===== config.mk =====
export PLATFORM = sky130hd
export DESIGN_NAME = one_pole_audio_filter
export DESIGN_NICKNAME = d
export VERILOG_FILES = /design/src/rtl/opaf_pkg.sv /design/src/rtl/opaf_ctrl.sv /design/src/rtl/opaf_datapath.sv /design/src/rtl/one_pole_audio_filter.sv
export SDC_FILE = /design/constraint.sdc
export NUM_CORES = 1
export LEC_CHECK = 0
export BUFFER_PORTS_ARGS = -buffer_cell sky130_fd_sc_hd__buf_2
export CORE_ASPECT_RATIO = 1.25
export CORE_MARGIN = 2
export CORE_UTILIZATION = 30
export DETAILED_ROUTE_END_ITERATION = 8
export MAX_ROUTING_LAYER = met4
export PLACE_DENSITY = 0.52
export SYNTH_ARGS = -nofsm -noshare
export SYNTH_HDL_FRONTEND = slang
export SYNTH_SLANG_ARGS = --single-unit

===== constraint.sdc =====
create_clock -name i_clk -period 17.1 [get_ports i_clk]
set_input_delay 2.565 -clock i_clk [delete_from_list [all_inputs] [get_ports i_clk]]
set_output_delay 2.565 -clock i_clk [all_outputs]
set_load 0.02 [all_outputs]

===== src/rtl/opaf_pkg.sv =====
`timescale 1ns / 1ps
// ----------------------------------------------------------------------------
// opaf_pkg
// Shared types and constants for the one-pole audio filter: mode and
// register codes, controller states and the command/status bundles.
// ----------------------------------------------------------------------------
package opaf_pkg;

    // Sample and configuration widths
    localparam int SAMPLE_W   = 8;
    localparam int BAND_W     = SAMPLE_W + 1;
    localparam int DIFF_W     = 10;
    localparam int MODE_W     = 3;
    localparam int CFG_IDX_W  = 2;
    localparam int CFG_DATA_W = 16;

    // Saturation limits of the output sample
    localparam logic signed [SAMPLE_W-1:0] SAMPLE_MAX = 8'sh7F;
    localparam logic signed [SAMPLE_W-1:0] SAMPLE_MIN = 8'sh80;

    // Register indexes on the configuration channel
    localparam logic [CFG_IDX_W-1:0] REG_MODE       = 2'd0;
    localparam logic [CFG_IDX_W-1:0] REG_COEFF_LOW  = 2'd1;
    localparam logic [CFG_IDX_W-1:0] REG_COEFF_HIGH = 2'd2;

    // Filter mode codes (the remaining codes behave as passthrough)
    localparam logic [MODE_W-1:0] MODE_PASS  = 3'd0;
    localparam logic [MODE_W-1:0] MODE_LOW   = 3'd1;
    localparam logic [MODE_W-1:0] MODE_HIGH  = 3'd2;
    localparam logic [MODE_W-1:0] MODE_BAND  = 3'd3;
    localparam logic [MODE_W-1:0] MODE_NOTCH = 3'd4;

    // Controller states
    typedef enum logic [2:0] {
        ST_IDLE,
        ST_LP_MUL,
        ST_LP_FIN,
        ST_HP_MUL,
        ST_HP_FIN,
        ST_OUT
    } t_state;

    // Source of the output sample
    typedef enum logic [1:0] {
        Y_RAW,
        Y_LP,
        Y_HP,
        Y_BAND
    } t_ysel;

    // Controller to datapath commands
    typedef struct packed {
        logic  load_x;
        logic  mul_en;
        logic  mul_hp;
        logic  hp_from_lp;
        logic  lp_fin;
        logic  hp_fin;
        logic  out_load;
        logic  state_upd;
        t_ysel y_sel;
    } t_cmd;

    // Datapath to controller status
    typedef struct packed {
        logic [MODE_W-1:0] mode;
        logic              out_free;
    } t_status;

endpackage


===== src/rtl/opaf_ctrl.sv =====
`timescale 1ns / 1ps
// ----------------------------------------------------------------------------
// opaf_ctrl
// Sequencer for the filter: takes one sample, steps the shared multiplier
// and scaler through the lowpass and highpass stages the mode needs, then
// hands the result to the output register.
// ----------------------------------------------------------------------------
module opaf_ctrl (
    input  logic              i_clk,
    input  logic              i_rst_n,
    input  logic              i_s_tvalid,
    output logic              o_s_tready,
    input  opaf_pkg::t_status i_status,
    output opaf_pkg::t_cmd    o_cmd
);
    import opaf_pkg::*;

    t_state r_state;
    t_state n_state;

    // State register
    always_ff @(posedge i_clk) begin
        if (!i_rst_n) begin
            r_state <= ST_IDLE;
        end else begin
            r_state <= n_state;
        end
    end

    // Next state and commands
    always_comb begin
        n_state    = r_state;
        o_s_tready = 1'b0;
        o_cmd      = '0;
        o_cmd.y_sel = Y_RAW;

        case (r_state)
            ST_IDLE: begin
                // Hold off the input while reset is asserted
                o_s_tready = i_rst_n;
                if (i_s_tvalid) begin
                    o_cmd.load_x = 1'b1;
                    case (i_status.mode)
                        MODE_LOW, MODE_BAND, MODE_NOTCH: n_state = ST_LP_MUL;
                        MODE_HIGH:                       n_state = ST_HP_MUL;
                        MODE_PASS:                       n_state = ST_OUT;
                        default:                         n_state = ST_OUT;
                    endcase
                end
            end

            ST_LP_MUL: begin
                o_cmd.mul_en = 1'b1;
                n_state      = ST_LP_FIN;
            end

            ST_LP_FIN: begin
                o_cmd.lp_fin = 1'b1;
                n_state      = (i_status.mode == MODE_LOW) ? ST_OUT : ST_HP_MUL;
            end

            ST_HP_MUL: begin
                o_cmd.mul_en     = 1'b1;
                o_cmd.mul_hp     = 1'b1;
                o_cmd.hp_from_lp = (i_status.mode == MODE_NOTCH);
                n_state          = ST_HP_FIN;
            end

            ST_HP_FIN: begin
                o_cmd.hp_fin = 1'b1;
                n_state      = ST_OUT;
            end

            ST_OUT: begin
                // Pick the result and the history update for the mode
                case (i_status.mode)
                    MODE_LOW: begin
                        o_cmd.y_sel     = Y_LP;
                        o_cmd.state_upd = i_status.out_free;
                    end
                    MODE_HIGH, MODE_NOTCH: begin
                        o_cmd.y_sel     = Y_HP;
                        o_cmd.state_upd = i_status.out_free;
                    end
                    MODE_BAND: begin
                        o_cmd.y_sel     = Y_BAND;
                        o_cmd.state_upd = i_status.out_free;
                    end
                    default: begin
                        o_cmd.y_sel     = Y_RAW;
                    end
                endcase
                // Hold until the output register can take the result
                if (i_status.out_free) begin
                    o_cmd.out_load = 1'b1;
                    n_state        = ST_IDLE;
                end
            end

            default: begin
                n_state = ST_IDLE;
            end
        endcase
    end

endmodule


===== src/rtl/opaf_datapath.sv =====
`timescale 1ns / 1ps
// ----------------------------------------------------------------------------
// opaf_datapath
// Configuration registers, filter history, one shared coefficient
// multiplier, the truncate-and-saturate scaler and the output register.
// ----------------------------------------------------------------------------
module opaf_datapath #(
    parameter int COEFF_BITS = 16
) (
    input  logic                                  i_clk,
    input  logic                                  i_rst_n,
    input  logic                                  i_cfg_valid,
    output logic                                  o_cfg_ready,
    input  logic [opaf_pkg::CFG_IDX_W-1:0]        i_cfg_index,
    input  logic [opaf_pkg::CFG_DATA_W-1:0]       i_cfg_data,
    input  logic signed [opaf_pkg::SAMPLE_W-1:0]  i_s_tdata,
    output logic                                  o_m_tvalid,
    input  logic                                  i_m_tready,
    output logic signed [opaf_pkg::SAMPLE_W-1:0]  o_m_tdata,
    input  opaf_pkg::t_cmd                        i_cmd,
    output opaf_pkg::t_status                     o_status
);
    import opaf_pkg::*;

    localparam int CW     = (COEFF_BITS > CFG_DATA_W) ? COEFF_BITS : CFG_DATA_W;
    localparam int PROD_W = COEFF_BITS + DIFF_W + 1;
    localparam int NUM_W  = PROD_W + 1;
    localparam logic signed [NUM_W-1:0] SAT_HI = NUM_W'(127);
    localparam logic signed [NUM_W-1:0] SAT_LO = NUM_W'(-128);

    logic [MODE_W-1:0]            r_mode;
    logic [CFG_DATA_W-1:0]        r_coeff_lo;
    logic [CFG_DATA_W-1:0]        r_coeff_hi;
    logic signed [SAMPLE_W-1:0]   r_x;
    logic signed [SAMPLE_W-1:0]   r_prev_raw;
    logic signed [SAMPLE_W-1:0]   r_prev_out;
    logic signed [SAMPLE_W-1:0]   r_lp;
    logic signed [SAMPLE_W-1:0]   r_hp;
    logic signed [PROD_W-1:0]     r_prod;
    logic                         r_out_valid;
    logic signed [SAMPLE_W-1:0]   r_out_data;

    logic [CW-1:0]                w_lo_ext;
    logic [CW-1:0]                w_hi_ext;
    logic [COEFF_BITS-1:0]        w_a_lo;
    logic [COEFF_BITS-1:0]        w_a_hi;
    logic [COEFF_BITS-1:0]        w_mul_a;
    logic signed [SAMPLE_W-1:0]   w_hp_in;
    logic signed [DIFF_W-1:0]     w_diff_lp;
    logic signed [DIFF_W-1:0]     w_diff_hp;
    logic signed [DIFF_W-1:0]     w_mul_d;
    logic signed [PROD_W-1:0]     w_prod;
    logic signed [NUM_W-1:0]      w_num_lp;
    logic signed [NUM_W-1:0]      w_num;
    logic signed [NUM_W-1:0]      w_floor;
    logic                         w_round;
    logic signed [NUM_W-1:0]      w_trunc;
    logic signed [SAMPLE_W-1:0]   w_sat;
    logic signed [BAND_W-1:0]     w_band_sum;
    logic signed [SAMPLE_W-1:0]   w_y;
    logic                         w_out_free;

    // Take writes whenever reset is released
    assign o_cfg_ready = i_rst_n;

    // Configuration registers; unknown indexes are dropped
    always_ff @(posedge i_clk) begin
        if (!i_rst_n) begin
            r_mode     <= MODE_PASS;
            r_coeff_lo <= '0;
            r_coeff_hi <= '0;
        end else if (i_cfg_valid) begin
            case (i_cfg_index)
                REG_MODE:       r_mode     <= i_cfg_data[MODE_W-1:0];
                REG_COEFF_LOW:  r_coeff_lo <= i_cfg_data;
                REG_COEFF_HIGH: r_coeff_hi <= i_cfg_data;
                default: ;
            endcase
        end
    end

    // Coefficients at COEFF_BITS: zero-extend or keep the low bits
    assign w_lo_ext = CW'(r_coeff_lo);
    assign w_hi_ext = CW'(r_coeff_hi);
    assign w_a_lo   = w_lo_ext[COEFF_BITS-1:0];
    assign w_a_hi   = w_hi_ext[COEFF_BITS-1:0];

    // Multiplier operands: lowpass step x - prev_out, highpass step
    // prev_out + in - prev_raw where in is the lowpass result in notch mode
    assign w_hp_in   = i_cmd.hp_from_lp ? r_lp : r_x;
    assign w_diff_lp = DIFF_W'(r_x) - DIFF_W'(r_prev_out);
    assign w_diff_hp = DIFF_W'(r_prev_out) + DIFF_W'(w_hp_in) - DIFF_W'(r_prev_raw);
    assign w_mul_a   = i_cmd.mul_hp ? w_a_hi : w_a_lo;
    assign w_mul_d   = i_cmd.mul_hp ? w_diff_hp : w_diff_lp;
    assign w_prod    = $signed({1'b0, w_mul_a}) * w_mul_d;

    // Scale by 2^-COEFF_BITS with truncation toward zero, then saturate
    assign w_num_lp = (NUM_W'(r_prev_out) <<< COEFF_BITS) + NUM_W'(r_prod);
    assign w_num    = i_cmd.lp_fin ? w_num_lp : NUM_W'(r_prod);
    assign w_floor  = w_num >>> COEFF_BITS;
    assign w_round  = w_num[NUM_W-1] && (w_num[COEFF_BITS-1:0] != '0);
    assign w_trunc  = w_floor + NUM_W'(w_round);

    always_comb begin
        if (w_trunc > SAT_HI) begin
            w_sat = SAMPLE_MAX;
        end else if (w_trunc < SAT_LO) begin
            w_sat = SAMPLE_MIN;
        end else begin
            w_sat = w_trunc[SAMPLE_W-1:0];
        end
    end

    // Bandpass: floor of the average of lowpass and highpass
    assign w_band_sum = BAND_W'(r_lp) + BAND_W'(r_hp);

    // Output sample selection
    always_comb begin
        case (i_cmd.y_sel)
            Y_RAW:   w_y = r_x;
            Y_LP:    w_y = r_lp;
            Y_HP:    w_y = r_hp;
            Y_BAND:  w_y = w_band_sum[BAND_W-1:1];
            default: w_y = r_x;
        endcase
    end

    // Sample, product and stage result registers
    always_ff @(posedge i_clk) begin
        if (i_cmd.load_x) begin
            r_x <= i_s_tdata;
        end
        if (i_cmd.mul_en) begin
            r_prod <= w_prod;
        end
        if (i_cmd.lp_fin) begin
            r_lp <= w_sat;
        end
        if (i_cmd.hp_fin) begin
            r_hp <= w_sat;
        end
    end

    // Filter history
    always_ff @(posedge i_clk) begin
        if (!i_rst_n) begin
            r_prev_raw <= '0;
            r_prev_out <= '0;
        end else if (i_cmd.state_upd) begin
            r_prev_raw <= r_x;
            r_prev_out <= w_y;
        end
    end

    // Output register: load a result, drop it once the transaction completes
    assign w_out_free = !r_out_valid || i_m_tready;

    always_ff @(posedge i_clk) begin
        if (!i_rst_n) begin
            r_out_valid <= 1'b0;
        end else if (i_cmd.out_load) begin
            r_out_valid <= 1'b1;
        end else if (i_m_tready) begin
            r_out_valid <= 1'b0;
        end
    end

    always_ff @(posedge i_clk) begin
        if (i_cmd.out_load) begin
            r_out_data <= w_y;
        end
    end

    assign o_m_tvalid        = r_out_valid;
    assign o_m_tdata         = r_out_data;
    assign o_status.mode     = r_mode;
    assign o_status.out_free = w_out_free;

endmodule


===== src/rtl/one_pole_audio_filter.sv =====
`timescale 1ns / 1ps
// ----------------------------------------------------------------------------
// one_pole_audio_filter
// One-pole RC audio filter on signed 8-bit samples: passthrough, lowpass,
// highpass, bandpass or notch, with unsigned Q0.COEFF_BITS coefficients.
// ----------------------------------------------------------------------------
// Usage:
//   Samples enter on the s_ stream (tvalid/tready/tdata), one result per
//   sample leaves on the m_ stream. Mode and coefficients are written on the
//   cfg channel (index 0 mode, 1 lowpass coefficient, 2 highpass
//   coefficient), which is ready whenever reset is released; write it only
//   while the filter idles.
//   One sample is worked on at a time; the single coefficient multiplier and
//   the scaler behind it are used once per filter stage, a multiply step and
//   then a finish step. The mode picks the stages: none in passthrough,
//   lowpass or highpass alone, lowpass then highpass in bandpass or notch;
//   then the output step loads the result into the output register, and
//   the input is ready again the cycle after that load.
//   A stalled receiver holds the result in the output register; the block
//   finishes the next sample and waits with it until the register frees.
//   Reset clears the mode to passthrough, both coefficients and the sample
//   history to zero, and empties the output register.
// ----------------------------------------------------------------------------
module one_pole_audio_filter #(
    parameter int COEFF_BITS = 16
) (
    input  logic                                  i_clk,
    input  logic                                  i_rst_n,
    // Sample input; tdata: [7:0] sample_in
    input  logic                                  i_s_tvalid,
    output logic                                  o_s_tready,
    input  logic signed [opaf_pkg::SAMPLE_W-1:0]  i_s_tdata,
    // Filtered output; tdata: [7:0] sample_out
    output logic                                  o_m_tvalid,
    input  logic                                  i_m_tready,
    output logic signed [opaf_pkg::SAMPLE_W-1:0]  o_m_tdata,
    // Configuration write
    input  logic                                  i_cfg_valid,
    output logic                                  o_cfg_ready,
    input  logic [opaf_pkg::CFG_IDX_W-1:0]        i_cfg_index,
    input  logic [opaf_pkg::CFG_DATA_W-1:0]       i_cfg_data
);
    import opaf_pkg::*;

    t_cmd    w_cmd;
    t_status w_status;

    opaf_ctrl u_ctrl (
        .i_clk      (i_clk),
        .i_rst_n    (i_rst_n),
        .i_s_tvalid (i_s_tvalid),
        .o_s_tready (o_s_tready),
        .i_status   (w_status),
        .o_cmd      (w_cmd)
    );

    opaf_datapath #(
        .COEFF_BITS (COEFF_BITS)
    ) u_datapath (
        .i_clk       (i_clk),
        .i_rst_n     (i_rst_n),
        .i_cfg_valid (i_cfg_valid),
        .o_cfg_ready (o_cfg_ready),
        .i_cfg_index (i_cfg_index),
        .i_cfg_data  (i_cfg_data),
        .i_s_tdata   (i_s_tdata),
        .o_m_tvalid  (o_m_tvalid),
        .i_m_tready  (i_m_tready),
        .o_m_tdata   (o_m_tdata),
        .i_cmd       (w_cmd),
        .o_status    (w_status)
    );

    // A taken sample blocks the input until its result is handed over
    a_one_at_a_time: assert property (
        @(posedge i_clk) disable iff (!i_rst_n)
        (i_s_tvalid && o_s_tready) |=> !o_s_tready
    ) else $error("input taken again while a sample is in work");

    // Never overwrite a result the receiver has not taken
    a_no_overwrite: assert property (
        @(posedge i_clk) disable iff (!i_rst_n)
        w_cmd.out_load |-> (!o_m_tvalid || i_m_tready)
    ) else $error("output register loaded while a result is pending");

    // History moves only with a delivered result
    a_history_with_load: assert property (
        @(posedge i_clk) disable iff (!i_rst_n)
        w_cmd.state_upd |-> w_cmd.out_load
    ) else $error("filter history updated without an output load");

endmodule

==> run summary, run 1 <==
CTS buffer count: 17
Cells on Worst Hold Path: 2
Worst setup EP type: flip-flop
Detailed-route vias per instance: 5.01
Core footprint: 42,000 sq um
Area fraction of the dominant cell type after synthesis: 19.1%
Leak pwr: 6.18 nW
RSZ-0062 raised after global routing: false
Remaining DRCs: 0
DR pass1 iterations: 6
Clock root buffer: clkbuf_16
Worst Hold Class: reg2reg
Pwr/cell area: 101 nW/um^2
First-pass GRT wire length: 56,300 um
Clock tree buffer depth: 2
GRT overflow: 0
Post-CTS Hold Buffers: 0
Worst r2r src: u_ctrl.r_state[2]
Fin nets: 1,771
Synth Flop Type: edfxtp_1
Async SR Flop Fraction: 0%
Flops & latches, synth: 114
Initial Util: 30.4%
Postcts setup bufs: 0
TNS Setup: 0 ns
Register-to-register setup slack: 7.36 ns
Power, Total: 1.43 mW
Detailed Place HPWL: 28,700 um
Critical-path top delay cell: fa_1
CTS tree: done
Ratio of final minimum period to clock period: 56.9%
Total wire length: 35,900 um
Die Span X: 189 um
Final ANT Viol Nets: 0
Sequential standard cell area: 2870 sq um
Initial antenna violation count: 0
Final Max Slew Viols: 0
Syn_nets: 1,754
Post-synth top area cell: fa_1
Clk_skew: 0.0152 ns
Vias in the first global route: 10,100
Most Frequent Cell on Critical Path: fa_1
Antenna fix cells: 0
Mean Syn Cell Area: 8.60 sq um
H-tree depth: 4
WHS: 0.468 ns
Setup Crit Path Kind: reg2reg
Post-Syn Instances: 1,487
Fmax: 103 MHz
Largest net degree at the start of global routing: 60
Area of the multi-input gates: 8890 sq um
Fill count: 4,403
DR WL/cell: 17.3 um
Die Span Y: 235 um
Post-CTS sizing: 0
Synth Cell Area: 12,800 sq um
Total Routing Usage GR: 16.9%
R2R cell count: 32
Slowest stage delay, CP: 0.58 ns
Layout cells sized above 1: 8.37%
Worst flop-to-flop path endpoint: u_datapath.r_prod[20]
Clk sink count: 114
Maximum fanout along the worst path: 56
IO Pins: 42
Post-synthesis cell type count: 85
Hold path startpoint: u_datapath.r_prev_raw[1]
Max-slew headroom: 26.1%
Fin crit period: 9.74 ns
Slew at the pin with the worst max-slew slack: 1.08 ns
Via Count: 10,400
Skew-Pair Late Insertion Delay: 0.43 ns
Setup violations, final: 0
EDFF count, synth: 59
Status: finished clean
Synthesis Warnings: 0
Seq/Total Area, Yosys: 22.5%
Worst path arrival time: 9.91 ns
Full die area: 44,300 sq um
Crit start category: flip-flop
Area Growth Syn to Fin: 10.3%
Worst path required time: 17.27 ns
I/O Buffers: 41
# rows: 84
Synth area leaders: fa_1, edfxtp_1, ha_1, dfxtp_1, nand2_1
Final hold vios: 0
Hold Crit Endpoint: u_datapath.r_prev_raw[1]
1st-iter DRT viols: 746
Routability cong.: 0.916
Max-Cap Viols: 0
Clock transition at path regs: 0.06 ns
VDD IR max: 0.0524 mV
[state kept, by name (all words and copies together) (netlist names)]
register               count
u_datapath.r_lp            8
u_datapath.r_x             8
u_datapath.r_prev_out      8
u_datapath.r_hp            8
u_datapath.o_m_tvalid      1
u_ctrl.r_state             3
u_datapath.r_prev_raw      8
u_datapath.o_m_tdata       8
u_datapath.r_prod         27
u_datapath.r_coeff_hi     16
u_datapath.r_coeff_lo     16
u_datapath.r_mode          3
[final cells by class]
class                   count  share of cell area, %
clock buffers              20                   3.32
clock inverters            12                  0.647
inverters                 204                   5.46
multi-input cells        1110                   63.0
flip-flops and latches    114                   20.4
well taps                 559                   4.96
repair buffers             57                   2.30
[worst max-delay path: cells and delay by family, from the launching register on]
family,cells,cell delay (ns)
xor gates and xnor gates,1,0.09
AOI/OAI and AO/OA,10,2.38
buffers and inverters,6,0.88
and+or+nand+nor,6,1.42
adders and majority gates,8,3.89
DFF,1,0.42
muxes,1,0.37
[per-layer routing]
layer | vias to the layer above | track usage, % | wire length [um]
li1 | 5022 | - | -
met1 | 5050 | 19.6 | 14700
met2 | 254 | 28.9 | 18300
met3 | 66 | 2.36 | 1370
met4 | 0 | 7.69 | 1520
met5 | - | - | 0
[cell usage after synthesis (all sizes together) (3+ instances only)]
cell type	n
o21bai	4
nand3	45
ha	114
edfxtp	59
or4	11
inv	202
nor2b	22
o21a	17
a211oi	10
o211ai	21
a311oi	6
nor2	112
and3	10
a21o	17
nor3b	8
o22ai	16
dfxtp	55
fa	122
buf	13
nand2	254
nor4	11
o211a	9
and2	9
and4	3
mux2i	19
nand2b	13
or2	3
o21ai	34
a21oi	42
mux2	14
nor3	26
xnor2	29
a21boi	48
xor2	10
a31oi	11
nand3b	6
clkbuf	46
[kinds of logic after synthesis]
logic type	Yosys count	synth area share, %
buffers and inverters	263	8.17
DFF	114	22.5
xor gates and xnor gates	39	2.67
muxes	33	2.75
and+or+nand+nor	543	19.5
adders and majority gates	236	30.2
AOI/OAI and AO/OA	259	14.3
[worst max path at each step]
stage / startpoint / end / slack (ns) / cells after the start
after floorplan: u_ctrl.r_state[2] / u_datapath.r_prod[20] / 8.19 / 36
after detailed placement: u_ctrl.r_state[2] / u_datapath.r_prod[20] / 7.40 / 32
final: u_ctrl.r_state[2] / u_datapath.r_prod[20] / 7.36 / 32
after CTS: u_ctrl.r_state[2] / u_datapath.r_prod[20] / 7.39 / 32
after global placement: u_ctrl.r_state[2] / u_datapath.r_prod[19] / 7.60 / 33
after global routing: u_ctrl.r_state[2] / u_datapath.r_prod[20] / 6.63 / 32
[layout by cell type, fill, tap and decap left out, types with 16 or more instances in the layout]
cell / synthesis / layout
a21boi_0: 47 / 47
a21o_1: 17 / 17
a21oi_1: 41 / 41
buf_2: 8 / 41
buf_4: 2 / 16
clkbuf_16: 0 / 18
dfxtp_1: 55 / 55
edfxtp_1: 59 / 59
fa_1: 122 / 122
ha_1: 114 / 114
inv_1: 202 / 202
mux2i_1: 19 / 19
nand2_1: 254 / 254
nand3_1: 45 / 45
nor2_1: 111 / 111
nor2b_1: 22 / 21
nor3_1: 24 / 24
o211ai_1: 21 / 21
o21a_1: 17 / 17
o21ai_0: 24 / 24
o22ai_1: 16 / 16
xnor2_1: 29 / 29
[metrics by stage]
stage	utilization (%)	setup WS, ns	area (sq um)	instances
after CTS	33.6	7.39	14100	2076
after floorplan	-	8.19	12800	1487
after global routing	33.6	6.63	14100	2076
after global placement	32.2	7.60	13600	2044
final	33.6	7.36	14100	2076
after detailed placement	32.2	7.40	13600	2044
[report_power, final]
| group | internal [mW] | total [mW] | switching, mW |
|---|---|---|---|
| registers | 0.352 | 0.387 | 0.0353 |
| logic | 0.258 | 0.700 | 0.442 |
| clock network | 0.200 | 0.338 | 0.138 |
(Power assumes the default switching activity.)
==> inputs of run 2 (changes only) <==
--- a/config.mk
+++ b/config.mk
@@ -11,7 +11,7 @@
 export CORE_UTILIZATION = 30
 export DETAILED_ROUTE_END_ITERATION = 8
 export MAX_ROUTING_LAYER = met4
-export PLACE_DENSITY = 0.52
+export PLACE_DENSITY = 0.54
 export SYNTH_ARGS = -nofsm -noshare
 export SYNTH_HDL_FRONTEND = slang
 export SYNTH_SLANG_ARGS = --single-unit
==> constraint.sdc (replaced) <==
create_clock -name i_clk -period 8.41 [get_ports i_clk]
set_input_delay 1.2615 -clock i_clk [delete_from_list [all_inputs] [get_ports i_clk]]
set_output_delay 1.2615 -clock i_clk [all_outputs]
set_load 0.02 [all_outputs]
==> run 2 against run 1 <==
Net effect:
- die area did not move
- sequential share of layout area down 0.51 points
- worst setup slack got worse by 7.0 ns
- critical path type unchanged
- first-iteration DRC count fell by 21%
- final area up 2.6%
==> run summary, run 2 (synthesis gave the netlist of run 1 again) <==
Core footprint: 42,000 sq um (unchanged)
Max FFs per register: 27 (unchanged)
H-tree depth: 4 (unchanged)
Via Count: 10,300 (was 10,400)
Worst path arrival time: 8.22 ns (was 9.91 ns)
TNS Setup: 0 ns (unchanged)
DR WL/cell: 16.4 um (was 17.3 um)
Remaining DRCs: 0 (unchanged)
Clock tree buffer depth: 2 (unchanged)
Ratio of final minimum period to clock period: 95.6% (was 56.9%)
Crit path to: u_datapath.r_prod[26] (was u_datapath.r_prod[20])
DR pass1 iterations: 5 (was 6)
Largest reg by FF count: u_datapath.r_prod (unchanged)
CTS tree: done (unchanged)
PnR worst setup slack: 0.374 ns (was 7.36 ns)
Max-slew headroom: 31.8% (was 26.1%)
First-pass GRT wire length: 54,700 um (was 56,300 um)
Clk sink count: 114 (unchanged)
Final Max Slew Viols: 0 (unchanged)
Status: finished clean (unchanged)
Die Span X: 189 um (unchanged)
Worst r2r src: u_datapath.r_mode[2] (was u_ctrl.r_state[2])
# placed instances: 2,059 (was 2,044)
Initial Util: 30.4% (unchanged)
Worst setup EP type: flip-flop (unchanged)
Clk_skew: 0.0151 ns (was 0.0152 ns)
Crit start category: flip-flop (unchanged)
Initial antenna violation count: 0 (unchanged)
Full die area: 44,300 sq um (unchanged)
Fin crit period: 8.04 ns (was 9.74 ns)
Most frequent cells in the layout: nand2_1, inv_1, fa_1 (unchanged)
Pwr/cell area: 210 nW/um^2 (was 101 nW/um^2)
Setup Crit Path Kind: reg2reg (unchanged)
Fill count: 4,371 (was 4,403)
Worst path required time: 8.59 ns (was 17.27 ns)
R2R cell count: 34 (was 32)
Largest net degree at the start of global routing: 60 (unchanged)
Post-CTS Hold Buffers: 0 (unchanged)
Non-filler cells, final: 2,096 (was 2,076)
Slew at the pin with the worst max-slew slack: 1.02 ns (was 1.08 ns)
Final ANT Viol Nets: 0 (unchanged)
CTS buffer count: 17 (unchanged)
Biggest regs: u_datapath.r_prod (27), u_datapath.r_coeff_hi (16), u_datapath.r_coeff_lo (16) (unchanged)
I/O Buffers: 41 (unchanged)
Slowest stage delay, CP: 0.59 ns (was 0.58 ns)
Most Frequent Cell on Critical Path: fa_1 (unchanged)
# rows: 84 (unchanged)
Total wire length: 34,400 um (was 35,900 um)
Critical Path Source: u_datapath.r_mode[2] (was u_ctrl.r_state[2])
Final hold vios: 0 (unchanged)
Commonest non-fill, non-tap cell in the layout: nand2_1 (unchanged)
Vias in the first global route: 10,200 (was 10,100)
IO Pins: 42 (unchanged)
Worst Hold Class: reg2reg (unchanged)
Fmax: 124 MHz (was 103 MHz)
Maximum fanout along the worst path: 8 (was 56)
Setup violations, final: 0 (unchanged)
1st-iter DRT viols: 592 (was 746)
Area Growth Syn to Fin: 13.2% (was 10.3%)
Register-to-register setup slack: 0.37 ns (was 7.36 ns)
Max-Cap Viols: 0 (unchanged)
Total Routing Usage GR: 16.1% (was 16.9%)
Routability cong.: 0.918 (was 0.916)
Detailed Place HPWL: 28,000 um (was 28,700 um)
Detailed-route vias per instance: 4.94 (was 5.01)
Worst flop-to-flop path endpoint: u_datapath.r_prod[26] (was u_datapath.r_prod[20])
Layout cells sized above 1: 11.0% (was 8.37%)
Clock root buffer: clkbuf_16 (unchanged)
VDD IR max: 0.131 mV (was 0.0524 mV)
GRT overflow: 0 (unchanged)
Skew-Pair Late Insertion Delay: 0.44 ns (was 0.43 ns)
Fin nets: 1,791 (was 1,771)
Die Span Y: 235 um (unchanged)
WHS: 0.468 ns (about the same)
Critical-path top delay cell: fa_1 (unchanged)
Worst slack, placed: -0.0187 ns (was 7.40 ns)
Antenna fix cells: 0 (unchanged)
Clock transition at path regs: 0.05 ns (was 0.06 ns)
Leak pwr: 6.37 nW (was 6.18 nW)
-- run 2: cell types whose count changed in the layout (fill, tap and decap cells not counted), sizes merged --
| cell | previous run | this run |
|---|---|---|
| buf | 57 | 77 |
| inv | 210 | 203 |
| bufinv | 0 | 5 |
| clkinv | 4 | 5 |
| clkbuf | 20 | 21 |
-- run 2: final cells by class --
cell class	instances	area [sq um]	share of cell area [%]
clock inverters	11	183	1.26
clock buffers	21	460	3.18
flip-flops and latches	114	2870	19.8
repair buffers	77	479	3.31
well taps	559	699	4.83
multi-input cells	1110	9010	62.3
inverters	204	771	5.32
-- run 2: worst min path at each step --
stage                                    from                   endpoint  slack, ns  cells past startpoint
finish               u_datapath.r_prev_raw[7]   u_datapath.r_prev_raw[7]       0.47                      2
global route         u_datapath.r_prev_raw[3]   u_datapath.r_prev_raw[3]       0.49                      2
CTS                  u_datapath.r_prev_raw[7]   u_datapath.r_prev_raw[7]       0.47                      2
detailed placement   u_datapath.r_prev_raw[7]   u_datapath.r_prev_raw[7]       0.46                      2
global placement     u_datapath.r_prev_raw[2]   u_datapath.r_prev_raw[2]       0.46                      2
floorplan           u_datapath.r_coeff_lo[10]  u_datapath.r_coeff_lo[10]       0.44                      2
-- run 2: metal layers --
metal | GRT usage (%) | routed length [um] | vias to the layer above
met5 | - | 0 | -
met4 | 5.02 | 860 | 0
met3 | 2.27 | 793 | 36
met2 | 27.9 | 17700 | 165
met1 | 19.3 | 15000 | 5082
li1 | - | - | 5064
-- run 2: metrics by stage --
step / total power [mW] / utilization (%) / cell area, sq um
finish: 3.04 / 34.4 / 14500
global route: 3.29 / 34.4 / 14500
CTS: 3.05 / 34.1 / 14300
detailed placement: 2.24 / 32.6 / 13700
global placement: 2.23 / 32.6 / 13700
floorplan: 1.83 / - / 12800
-- run 2: timing repair --
action,in CTS,in global routing
buffers inserted,0,5
pin swaps,0,11
setup endpoints to repair,4,11
resized for setup,1,25
-- run 2: power breakdown --
part	switching (mW)	internal (mW)	total, mW
combinational	0.910	0.553	1.46
clock	0.257	0.537	0.794
sequential	0.0689	0.716	0.785
total	1.24	1.81	3.04
-- run 2: critical path: cells and delay by family, from the launching register on --
kind | cells | cell delay, ns
flip-flops | 1 | 0.32
buffers and inverters | 7 | 0.63
multiplexers | 1 | 0.30
AO/OA/AOI/OAI | 12 | 2.00
adder cells (fa/ha/maj) | 8 | 3.65
XOR/XNOR | 1 | 0.08
AND/OR/NAND/NOR | 5 | 0.76
